`config.mk`:
```
export PLATFORM = sky130hd
export DESIGN_NAME = keyed_record_list_top_flat
export DESIGN_NICKNAME = d
export VERILOG_FILES = /design/src/hw/rtl/krl_pkg.sv /design/src/hw/rtl/krl_req_if.sv /design/src/hw/rtl/krl_res_if.sv /design/src/hw/rtl/krl_cell.sv /design/src/hw/rtl/krl_ctrl.sv /design/src/hw/rtl/keyed_record_list_top.sv /design/src/flat_wrapper.sv
export SDC_FILE = /design/constraint.sdc
export NUM_CORES = 1
export LEC_CHECK = 0
export ABC_AREA = 1
export BUFFER_PORTS_ARGS = -buffer_cell sky130_fd_sc_hd__buf_4
export CAP_MARGIN = 20
export CELL_PAD_IN_SITES_DETAIL_PLACEMENT = 1
export CELL_PAD_IN_SITES_GLOBAL_PLACEMENT = 2
export CORE_MARGIN = 2
export CORE_UTILIZATION = 45
export CTS_BUF_LIST = sky130_fd_sc_hd__clkbuf_2 sky130_fd_sc_hd__clkbuf_4 sky130_fd_sc_hd__clkbuf_8
export DETAILED_ROUTE_END_ITERATION = 12
export GPL_TIMING_DRIVEN = 1
export PLACE_DENSITY = 0.74
export REMOVE_ABC_BUFFERS = 1
export SYNTH_ARGS = -nofsm -noshare
export SYNTH_HDL_FRONTEND = slang
export SYNTH_SLANG_ARGS = --single-unit
```
`constraint.sdc`:
```
create_clock -name clk -period 15.5 [get_ports clk]
set_clock_uncertainty 0.1 [all_clocks]
set_input_delay 0.775 -clock clk [delete_from_list [all_inputs] [get_ports clk]]
set_output_delay 0.775 -clock clk [all_outputs]
set_load 0.005 [all_outputs]
```
`src/hw/rtl/krl_pkg.sv`:
```
`timescale 1ns / 1ps

package krl_pkg;

  localparam int CAPACITY_DEF = 16;

  localparam int FUNC_W   = 3;
  localparam int ID_W     = 31;
  localparam int YEAR_W   = 4;
  localparam int AGE_W    = 8;
  localparam int SEX_W    = 2;
  localparam int INIT_W   = 8;
  localparam int STATUS_W = 4;

  typedef enum logic [FUNC_W-1:0] {
    FN_ADD    = 3'd0,
    FN_DELETE = 3'd1,
    FN_SEARCH = 3'd2,
    FN_FILTER = 3'd3,
    FN_LIST   = 3'd4,
    FN_CLEAR  = 3'd5
  } func_t;

  typedef enum logic [STATUS_W-1:0] {
    ST_ADDED    = 4'd0,
    ST_DUP      = 4'd1,
    ST_FULL     = 4'd2,
    ST_REMOVED  = 4'd3,
    ST_NOTFOUND = 4'd4,
    ST_EMPTY    = 4'd5,
    ST_HIT      = 4'd6,
    ST_MISS     = 4'd7,
    ST_RECORD   = 4'd8,
    ST_NOMATCH  = 4'd9,
    ST_CLEARED  = 4'd10
  } status_t;

  typedef struct packed {
    logic [ID_W-1:0]   id;
    logic [YEAR_W-1:0] year;
    logic [AGE_W-1:0]  age;
    logic [SEX_W-1:0]  sex;
    logic              active;
    logic [INIT_W-1:0] initial_code;
  } record_t;

  typedef struct packed {
    status_t status;
    record_t rec;
    logic    last;
  } result_t;

  // Ring control from the sequencer to the row of cells.
  typedef struct packed {
    logic    shift;
    record_t fb;
  } ring_ctl_t;

  function automatic result_t status_result(status_t s);
    result_t r;
    r.status = s;
    r.rec    = '0;
    r.last   = 1'b1;
    return r;
  endfunction

  function automatic result_t record_result(record_t rec, logic last);
    result_t r;
    r.status = ST_RECORD;
    r.rec    = rec;
    r.last   = last;
    return r;
  endfunction

endpackage

```
`src/hw/rtl/krl_req_if.sv`:
```
`timescale 1ns / 1ps

interface krl_req_if;
  import krl_pkg::*;

  logic              valid;
  logic              ready;
  logic [FUNC_W-1:0] func;
  logic [ID_W-1:0]   student_id;
  logic [YEAR_W-1:0] year;
  logic [AGE_W-1:0]  age;
  logic [SEX_W-1:0]  sex;
  logic              account_active;
  logic [INIT_W-1:0] middle_initial;

  modport source (
    output valid, func, student_id, year, age, sex, account_active, middle_initial,
    input  ready
  );

  modport sink (
    input  valid, func, student_id, year, age, sex, account_active, middle_initial,
    output ready
  );
endinterface

```
`src/hw/rtl/krl_res_if.sv`:
```
`timescale 1ns / 1ps

interface krl_res_if;
  import krl_pkg::*;

  logic                valid;
  logic                ready;
  logic [STATUS_W-1:0] status;
  logic [ID_W-1:0]     rec_id;
  logic [YEAR_W-1:0]   rec_year;
  logic [AGE_W-1:0]    rec_age;
  logic [SEX_W-1:0]    rec_sex;
  logic                rec_active;
  logic [INIT_W-1:0]   rec_initial;
  logic                last;

  modport source (
    output valid, status, rec_id, rec_year, rec_age, rec_sex, rec_active, rec_initial, last,
    input  ready
  );

  modport sink (
    input  valid, status, rec_id, rec_year, rec_age, rec_sex, rec_active, rec_initial, last,
    output ready
  );
endinterface

```
`src/hw/rtl/krl_cell.sv`:
```
`timescale 1ns / 1ps

// One slot of the record ring: load the neighbor's record on each shift.
module krl_cell (
  input  logic             clk,
  input  logic             shift,
  input  krl_pkg::record_t d,
  output krl_pkg::record_t q
);

  krl_pkg::record_t rec;

  always_ff @(posedge clk) begin
    if (shift) begin
      rec <= d;
    end
  end

  assign q = rec;

endmodule

```
`src/hw/rtl/krl_ctrl.sv`:
```
`timescale 1ns / 1ps

module krl_ctrl #(
  parameter int CAPACITY = krl_pkg::CAPACITY_DEF
) (
  input  logic                clk,
  input  logic                rst,
  krl_req_if.sink             req,
  krl_res_if.source           res,
  input  krl_pkg::record_t    head,
  input  krl_pkg::record_t    nxt,
  output krl_pkg::ring_ctl_t  ring
);
  import krl_pkg::*;

  localparam int CW = $clog2(CAPACITY + 1);
  localparam int IW = $clog2(CAPACITY);

  typedef enum logic [1:0] {
    S_IDLE,
    S_WALK,
    S_DONE
  } state_t;

  state_t            state;
  func_t             op;
  logic [ID_W-1:0]   key_id;
  logic [YEAR_W-1:0] key_year;
  record_t           new_rec;
  logic [CW-1:0]     count;
  logic [IW-1:0]     step;
  logic              found;
  logic              pend_v;
  record_t           pend;
  logic              out_valid;
  result_t           res_q;

  logic in_range;
  logic match;
  logic is_read;
  logic hit;
  logic need_emit;
  logic out_free;
  logic step_go;
  logic last_step;
  logic accept;
  func_t req_func;

  always_comb begin
    req_func  = func_t'(req.func);
    in_range  = CW'(step) < count;
    match     = in_range && (head.id == key_id) && !found;
    is_read   = (op == FN_FILTER) || (op == FN_LIST);
    hit       = in_range && ((op == FN_LIST) || (head.year == key_year));
    need_emit = is_read && hit && pend_v;
    out_free  = !out_valid || res.ready;
    step_go   = !need_emit || out_free;
    last_step = step == IW'(CAPACITY - 1);
    accept    = req.valid && req.ready;

    ring.shift = (state == S_WALK) && step_go;
    ring.fb    = head;
    case (op)
      FN_ADD: begin
        // drop the new record into the first free slot as it passes
        if (CW'(step) == count) begin
          ring.fb = new_rec;
        end
      end
      FN_DELETE: begin
        // from the match on, take the neighbor's record to close the gap
        if (found || match) begin
          ring.fb = nxt;
        end
      end
      default: begin
      end
    endcase
  end

  assign req.ready = (state == S_IDLE) && out_free;

  always_ff @(posedge clk) begin
    if (rst) begin
      state     <= S_IDLE;
      count     <= '0;
      step      <= '0;
      found     <= 1'b0;
      pend_v    <= 1'b0;
      out_valid <= 1'b0;
    end else begin
      if (res.ready) begin
        out_valid <= 1'b0;
      end
      case (state)
        S_IDLE: begin
          if (accept) begin
            op                   <= req_func;
            key_id               <= req.student_id;
            key_year             <= req.year;
            new_rec.id           <= req.student_id;
            new_rec.year         <= req.year;
            new_rec.age          <= req.age;
            new_rec.sex          <= req.sex;
            new_rec.active       <= req.account_active;
            new_rec.initial_code <= req.middle_initial;
            step                 <= '0;
            found                <= 1'b0;
            pend_v               <= 1'b0;
            case (req_func)
              FN_ADD, FN_DELETE, FN_SEARCH: begin
                state <= S_WALK;
              end
              FN_FILTER, FN_LIST: begin
                if (count == '0) begin
                  out_valid <= 1'b1;
                  res_q     <= status_result(ST_EMPTY);
                end else begin
                  state <= S_WALK;
                end
              end
              FN_CLEAR: begin
                count     <= '0;
                out_valid <= 1'b1;
                res_q     <= status_result(ST_CLEARED);
              end
              default: begin
              end
            endcase
          end
        end
        S_WALK: begin
          if (step_go) begin
            found <= found || match;
            if (is_read && hit) begin
              // hold one match back so the final one can carry last
              if (pend_v) begin
                out_valid <= 1'b1;
                res_q     <= record_result(pend, 1'b0);
              end
              pend   <= head;
              pend_v <= 1'b1;
            end
            if (last_step) begin
              step  <= '0;
              state <= S_DONE;
            end else begin
              step <= step + IW'(1);
            end
          end
        end
        S_DONE: begin
          if (out_free) begin
            state     <= S_IDLE;
            pend_v    <= 1'b0;
            out_valid <= 1'b1;
            case (op)
              FN_ADD: begin
                if (found) begin
                  res_q <= status_result(ST_DUP);
                end else if (count == CW'(CAPACITY)) begin
                  res_q <= status_result(ST_FULL);
                end else begin
                  count <= count + CW'(1);
                  res_q <= status_result(ST_ADDED);
                end
              end
              FN_DELETE: begin
                if (found) begin
                  count <= count - CW'(1);
                  res_q <= status_result(ST_REMOVED);
                end else begin
                  res_q <= status_result(ST_NOTFOUND);
                end
              end
              FN_SEARCH: begin
                res_q <= status_result(found ? ST_HIT : ST_MISS);
              end
              default: begin
                if (pend_v) begin
                  res_q <= record_result(pend, 1'b1);
                end else begin
                  res_q <= status_result(ST_NOMATCH);
                end
              end
            endcase
          end
        end
        default: begin
          state <= S_IDLE;
        end
      endcase
    end
  end

  assign res.valid       = out_valid;
  assign res.status      = res_q.status;
  assign res.rec_id      = res_q.rec.id;
  assign res.rec_year    = res_q.rec.year;
  assign res.rec_age     = res_q.rec.age;
  assign res.rec_sex     = res_q.rec.sex;
  assign res.rec_active  = res_q.rec.active;
  assign res.rec_initial = res_q.rec.initial_code;
  assign res.last        = res_q.last;

  a_count_bound: assert property (@(posedge clk) disable iff (rst)
    count <= CW'(CAPACITY))
    else $error("entry count above capacity");

  a_count_moves: assert property (@(posedge clk) disable iff (rst)
    1'b1 |=> ($stable(count) || count == $past(count) + CW'(1) ||
              count == $past(count) - CW'(1) || count == '0))
    else $error("entry count jumped");

  a_ring_restored: assert property (@(posedge clk) disable iff (rst)
    (state == S_DONE) |-> (step == '0))
    else $error("walk ended before a full ring turn");

  a_pend_read_only: assert property (@(posedge clk) disable iff (rst)
    pend_v |-> (op == FN_FILTER || op == FN_LIST))
    else $error("held record outside a read-out");

endmodule

```
`src/hw/rtl/keyed_record_list_top.sv`:
```
`timescale 1ns / 1ps

// Keyed record list: up to CAPACITY records kept in insertion order in a ring
// of CAPACITY cells. Add, delete and search, and a filter or list all of a
// non-empty list, turn the ring one full revolution, reading the record at
// the head cell, and then give the closing result. The next request can be
// taken in the cycle that this result leaves. A filter or list all stalls
// the turn while it has a record to emit and the result side is busy. Add
// writes the new record into the first free slot as it passes; delete
// closes the gap by feeding the neighbor's record back once the id has
// gone by. Clear, and a read-out of an empty list, answer without turning
// the ring. Filter emits one result per record of the year and list all
// one per record; the last result of every request has last set. Unused
// func codes are accepted and produce nothing. One request is worked at
// a time.
module keyed_record_list_top #(
  parameter int CAPACITY = krl_pkg::CAPACITY_DEF
) (
  input logic       clk,
  input logic       rst,
  krl_req_if.sink   req,
  krl_res_if.source res
);
  import krl_pkg::*;

  record_t   cell_q [CAPACITY];
  ring_ctl_t ring;

  // Sequencer: handshakes, entry count, head compare and the ring feedback.
  krl_ctrl #(
    .CAPACITY (CAPACITY)
  ) u_ctrl (
    .clk  (clk),
    .rst  (rst),
    .req  (req),
    .res  (res),
    .head (cell_q[0]),
    .nxt  (cell_q[1]),
    .ring (ring)
  );

  // Row of cells: each one takes its upper neighbor's record on a shift,
  // the top cell takes the feedback record from the sequencer.
  for (genvar i = 0; i < CAPACITY; i++) begin : g_cell
    if (i == CAPACITY - 1) begin : g_tail
      krl_cell u_cell (
        .clk   (clk),
        .shift (ring.shift),
        .d     (ring.fb),
        .q     (cell_q[i])
      );
    end else begin : g_body
      krl_cell u_cell (
        .clk   (clk),
        .shift (ring.shift),
        .d     (cell_q[i+1]),
        .q     (cell_q[i])
      );
    end
  end

endmodule
```
`src/flat_wrapper.sv`:
```
// flat-port wrapper written by rule: the top's interface ports become plain ports
module keyed_record_list_top_flat import krl_pkg::*;
#(
  parameter int CAPACITY = krl_pkg::CAPACITY_DEF
)
  (clk, rst, req_valid, req_func, req_student_id, req_year, req_age, req_sex, req_account_active, req_middle_initial, req_ready, res_valid, res_status, res_rec_id, res_rec_year, res_rec_age, res_rec_sex, res_rec_active, res_rec_initial, res_last, res_ready);
  krl_req_if req_i ();
  krl_res_if res_i ();
  input logic clk;
  input logic rst;
  input wire logic [$bits(req_i.valid)-1:0] req_valid;
  input wire logic [$bits(req_i.func)-1:0] req_func;
  input wire logic [$bits(req_i.student_id)-1:0] req_student_id;
  input wire logic [$bits(req_i.year)-1:0] req_year;
  input wire logic [$bits(req_i.age)-1:0] req_age;
  input wire logic [$bits(req_i.sex)-1:0] req_sex;
  input wire logic [$bits(req_i.account_active)-1:0] req_account_active;
  input wire logic [$bits(req_i.middle_initial)-1:0] req_middle_initial;
  output wire logic [$bits(req_i.ready)-1:0] req_ready;
  output wire logic [$bits(res_i.valid)-1:0] res_valid;
  output wire logic [$bits(res_i.status)-1:0] res_status;
  output wire logic [$bits(res_i.rec_id)-1:0] res_rec_id;
  output wire logic [$bits(res_i.rec_year)-1:0] res_rec_year;
  output wire logic [$bits(res_i.rec_age)-1:0] res_rec_age;
  output wire logic [$bits(res_i.rec_sex)-1:0] res_rec_sex;
  output wire logic [$bits(res_i.rec_active)-1:0] res_rec_active;
  output wire logic [$bits(res_i.rec_initial)-1:0] res_rec_initial;
  output wire logic [$bits(res_i.last)-1:0] res_last;
  input wire logic [$bits(res_i.ready)-1:0] res_ready;
  assign req_i.valid = req_valid;
  assign req_i.func = req_func;
  assign req_i.student_id = req_student_id;
  assign req_i.year = req_year;
  assign req_i.age = req_age;
  assign req_i.sex = req_sex;
  assign req_i.account_active = req_account_active;
  assign req_i.middle_initial = req_middle_initial;
  assign req_ready = req_i.ready;
  assign res_valid = res_i.valid;
  assign res_status = res_i.status;
  assign res_rec_id = res_i.rec_id;
  assign res_rec_year = res_i.rec_year;
  assign res_rec_age = res_i.rec_age;
  assign res_rec_sex = res_i.rec_sex;
  assign res_rec_active = res_i.rec_active;
  assign res_rec_initial = res_i.rec_initial;
  assign res_last = res_i.last;
  assign res_i.ready = res_ready;
  keyed_record_list_top #(.CAPACITY(CAPACITY)) u_core (.clk(clk), .rst(rst), .req(req_i), .res(res_i));
endmodule
```
==> results.md <==
- The wire length per cell is 20.77 um.
- The initial detailed-routing violation count is 1330.
- The max capacitance violation total is 0.
- In the final design database the tool counted 2124 nets.
- The final-report setup violation count is 0.
- The sort of element at the start of the critical path is a flop.
- Setup slack on the worst reg-to-reg path comes out at 10.46 ns.
- Once detail routing completed, the nets flagged for antenna violations numbered 0.
- The worst ir drop on vdd is 0.1117 mV.
- The initial antenna violation count is 2.
- In the layout the commonest cells are 1034 x sky130_fd_sc_hd__edfxtp_1, 182 x sky130_fd_sc_hd__nand2_1, 171 x sky130_fd_sc_hd__clkbuf_8, 135 x sky130_fd_sc_hd__buf_4, 93 x sky130_fd_sc_hd__inv_1.
- The kind of capture point of the worst setup path is a flop.
- The clock-pin slew reported for the worst setup and hold paths after clock tree synthesis is 0.06 ns.
- The worst-case hold path end point is u_core.u_ctrl.new_rec[4].
- The routed wire length on met2 is 30950 um.
- In the global route stage, overall resource usage came out at 0.1700.
- After synthesis, the share of flip-flops with an asynchronous set or reset is 0.
- The tightest min-delay check is of the in2reg type.
- At the end of routability-driven placement, the weighted congestion stood at 0.7518.
- On the critical path the largest part of the delay comes from buffers and inverters.
- The combined buffer and inverter count along the critical path is 7.
- The filler cells instantiated in the layout total 7047.
- In this run the most critical hold path is launched from req_middle_initial[4].
- In this run the tool buffered the top-level ports with 121 buffer cells.
- Measured on the finished design, the core utilization comes to 0.5293.
- The root cell of the clock tree is sky130_fd_sc_hd__clkbuf_8.
- The signal on the critical path passes through inv_1 > ha_1 > inv_1 > nor2_1 > nand3_1 > nand3_1 > nor2_1 > nand2_1 > nor2_4 > nand2_1 > nand2_1 > inv_8 > buf_4 > buf_16 > buf_4 > buf_12.
- The area of the multi-input gates is around 0.0033 mm^2.
- Setup total negative slack on the finished layout was measured at 0 ns.
- The average vias per placed instance is ~5.0.
- In this run the tightest slew margin relative to its limit is 0.2499.
- The number of failing hold endpoints at the final stage is 0.
- The number of register bits inferred by synthesis is 1048.
- The floorplan step defined a die boundary enclosing 0.08047 mm^2.
- In the detailed route, the total length drawn on met3 is roughly 3300 um.
- The gate count after technology mapping is 1750.
- The number of gates resized after CTS is 0.
- The level count of the clock H-tree is 4.
- At the worst endpoint, the required time is 15.78 ns.
- The buffer depth of the longest clock path is 3.
- Synthesis instantiated 39 different standard cells from the library.
- The number of detailed-route iterations in the first pass is 5.
- Across the whole layout, storage elements account for 0.03133 mm^2.
- The share of the clock period used by the worst path is 0.3253.
- The post-CTS setup buffer count is 0.
- The power density normalized to cell area is 188.0 mW/mm^2.
- The slack of the critical path is about 10 ns.
- The number of warnings issued by yosys is 0.
- The floorplan die width is 283.7 um.
- The I/O pin count is 122.
- Row generation in the floorplan step produced 102 rows.
- In this run the critical register-to-register path is captured at u_core.g_cell[14].g_body.u_cell.q[15].
- The signed area change from the synthesized netlist to the final layout is 16.50%.
- The via count of the first global-routing pass is approximately 17000.
- The share of the Yosys chip area taken by registers is 0.8902.
- The worst reg2reg path depth is 16.
- The first global-routing pass estimated 103500 um of wire.
- Along the worst path, the maximum fanout reaches 207.
- The final count of pins violating max slew was 0.
- The run finished with clean final reports.
- The reg-to-reg critical path startpoint is u_core.u_ctrl.count[3].
- The die is between 200 and 300 um tall.
- The detailed router placed 16100 vias in this run.
- For the pin with the worst max-slew slack, the measured transition is 1.125 ns.
- In this run the standard cell core region covers about 0.077 mm^2.
- Counting I/O delays and the setup requirement, the final critical path takes 5.042 ns.
- The clock insertion delay at the later pin of the skew report is 0.79 ns.
- On the critical path, the stage with the largest delay is an instance of sky130_fd_sc_hd__buf_12.
- The TritonCTS clock tree is yes.
- CTS saw 1048 sinks.
- The maximum single-stage delay on the critical path is 0.72 ns.
- Yosys mapped a number of flops with a built-in enable equal to 1034.
- The commonest register cell after synthesis is sky130_fd_sc_hd__edfxtp_1.
- Setup repair after global routing left no endpoint under its margin.
- The detailed router used layers up to and including met4.
- For this run, design rule violations remaining after detail routing come to 0.
- The highest attainable clock frequency is 198.3 MHz.
- In the final layout, the share of cells above drive strength 1 is 0.1912.
- The total standard cell area after synthesis is 0.03520 mm^2.
- At the worst endpoint, the arrival time is 5.32 ns.
- For this block, wires on met1 add up to 30940 um.
- A synthesized cell averages between 20 and 25 um^2.
- The total wire length after detailed routing is 66680 um.
- Counting instances, the worst hold path has a depth of 1.
- The overall overflow remaining after global route is 0.
- The starting density of the core is 0.4543.
- The largest net degree at the start of global routing is 208.
- The worst setup path category is reg2reg.
- Summed over all cells, the static leakage comes to around 0.014 uW.
- The setup slack after placement is 9.640 ns.
- The library cell used most frequently in the layout, excluding fill and tap cells, is sky130_fd_sc_hd__edfxtp_1.
- The number of buffers created by CTS is 166.
- The cell repeated most along the worst path is sky130_fd_sc_hd__nand2_1.
- Once detailed placement completed, the half-perimeter wirelength came to 34440 um.
[metal layers]
metal	vias to the layer above	global-route usage
li1	7251	-
met1	8339	0.2450
met5	-	0
met4	0	0.05728
met3	132	0.04084
met2	380	0.2561
[what timing repair did]
action | in CTS | in global routing
hold buffers | 35 | 0
setup endpoints to repair | 0 | 0
endpoints found under the hold margin | 35 | 0
[worst register-to-register path: cells and delay by family (launching register included)]
family	cells	cell delay [ns]
AND/OR/NAND/NOR	8	0.90
flip-flops	1	0.34
buffers and inverters	7	2.78
adder cells (fa/ha/maj)	1	0.28
[registers in the layout, indices dropped and copies added (netlist names), 2 cells and up]
register,cells
u_core.u_ctrl.pend,54
u_core.u_ctrl.res.rec_year,4
u_core.g_cell.g_tail.u_cell.q,54
u_core.u_ctrl.op,3
u_core.u_ctrl.res.status,4
u_core.u_ctrl.res.rec_age,8
u_core.u_ctrl.count,5
u_core.u_ctrl.res.rec_sex,2
u_core.u_ctrl.new_rec,54
u_core.g_cell.g_body.u_cell.q,810
u_core.u_ctrl.res.rec_initial,8
u_core.u_ctrl.state,2
u_core.u_ctrl.res.rec_id,31
u_core.u_ctrl.step,4
[logic make-up (layout without fill, tap and decap cells)]
logic type | count (synthesis) | in the layout | synth area share
flip-flops | 1048 | 1048 | 0.8902
AND/OR/NAND/NOR | 411 | 411 | 0.06011
buffers and inverters | 144 | 564 | 0.01696
AO/OA/AOI/OAI | 99 | 99 | 0.01913
XOR/XNOR | 34 | 34 | 0.008461
adder cells (fa/ha/maj) | 14 | 14 | 0.005190
other | 0 | 1 | 0
[report_power, final]
| part | internal, uW | switching [uW] | total (uW) |
|---|---|---|---|
| Sequential | 4310 | 322 | 4630 |
| Clock | 1240 | 1030 | 2270 |
| Combinational | 223 | 579 | 802 |
[layout make-up]
cell class	count	area share
diodes	1	0.00006103
clock buffers	227	0.06765
clock inverters	62	0.01038
inverters	100	0.009338
multi-input cells	558	0.08086
flip-flops and latches	1048	0.7641
well taps	1040	0.03174
repair buffers	175	0.03589
[worst max path at each step]
stage / start / end / depth (start not counted)
after global placement: u_core.u_ctrl.count[3] / u_core.g_cell[11].g_body.u_cell.q[41] / 15
after detailed placement: u_core.u_ctrl.count[3] / u_core.g_cell[14].g_body.u_cell.q[15] / 15
after floorplan: u_core.u_ctrl.count[3] / u_core.g_cell[0].g_body.u_cell.q[0] / 12
after global routing: u_core.u_ctrl.count[1] / u_core.g_cell[12].g_body.u_cell.q[15] / 16
after CTS: u_core.u_ctrl.count[3] / u_core.g_cell[14].g_body.u_cell.q[42] / 15
final: u_core.u_ctrl.count[3] / u_core.g_cell[14].g_body.u_cell.q[15] / 16
[metrics by stage]
| step | instances | total power, uW | instance area (um^2) | hold WS [ns] |
|---|---|---|---|---|
| 2_1_floorplan | 1706 | 5229 | 34970 | 0.3003 |
| 3_3_place_gp | 2883 | 5400 | 37380 | 0.3018 |
| 3_5_place_dp | 2884 | 5467 | 37400 | 0.3051 |
| 4_1_cts | 3208 | 7818 | 40950 | 0.0007446 |
| 5_1_grt | 3211 | 8099 | 41000 | 0.01231 |
| 6_report | 3211 | 7708 | 41000 | 0.08457 |
[cells in the mapped netlist (4+ instances only)]
cell                          n  area (um^2)
sky130_fd_sc_hd__edfxtp_1  1034        31050
sky130_fd_sc_hd__nand2_1    183        686.9
sky130_fd_sc_hd__inv_1       94        352.8
sky130_fd_sc_hd__nand3_1     77        385.4
sky130_fd_sc_hd__a22oi_1     54        405.4
sky130_fd_sc_hd__nor3b_1     54        405.4
sky130_fd_sc_hd__nand3b_1    49        367.9
sky130_fd_sc_hd__nor2_1      31        116.4
sky130_fd_sc_hd__xnor2_1     29        254.0
sky130_fd_sc_hd__a21oi_1     18        90.09
sky130_fd_sc_hd__buf_2       15        75.07
sky130_fd_sc_hd__o21ai_0     15        75.07
sky130_fd_sc_hd__clkbuf_1    14        52.55
sky130_fd_sc_hd__dfxtp_1     14        280.3
sky130_fd_sc_hd__ha_1        13        162.7
sky130_fd_sc_hd__buf_1       10        37.54
sky130_fd_sc_hd__nand4_1      6        37.54
sky130_fd_sc_hd__buf_6        5        56.30
sky130_fd_sc_hd__inv_2        5        18.77
sky130_fd_sc_hd__xor2_1       5        43.79
sky130_fd_sc_hd__o211ai_1     4        30.03
Note: power is estimated with default switching activity, not from simulation.
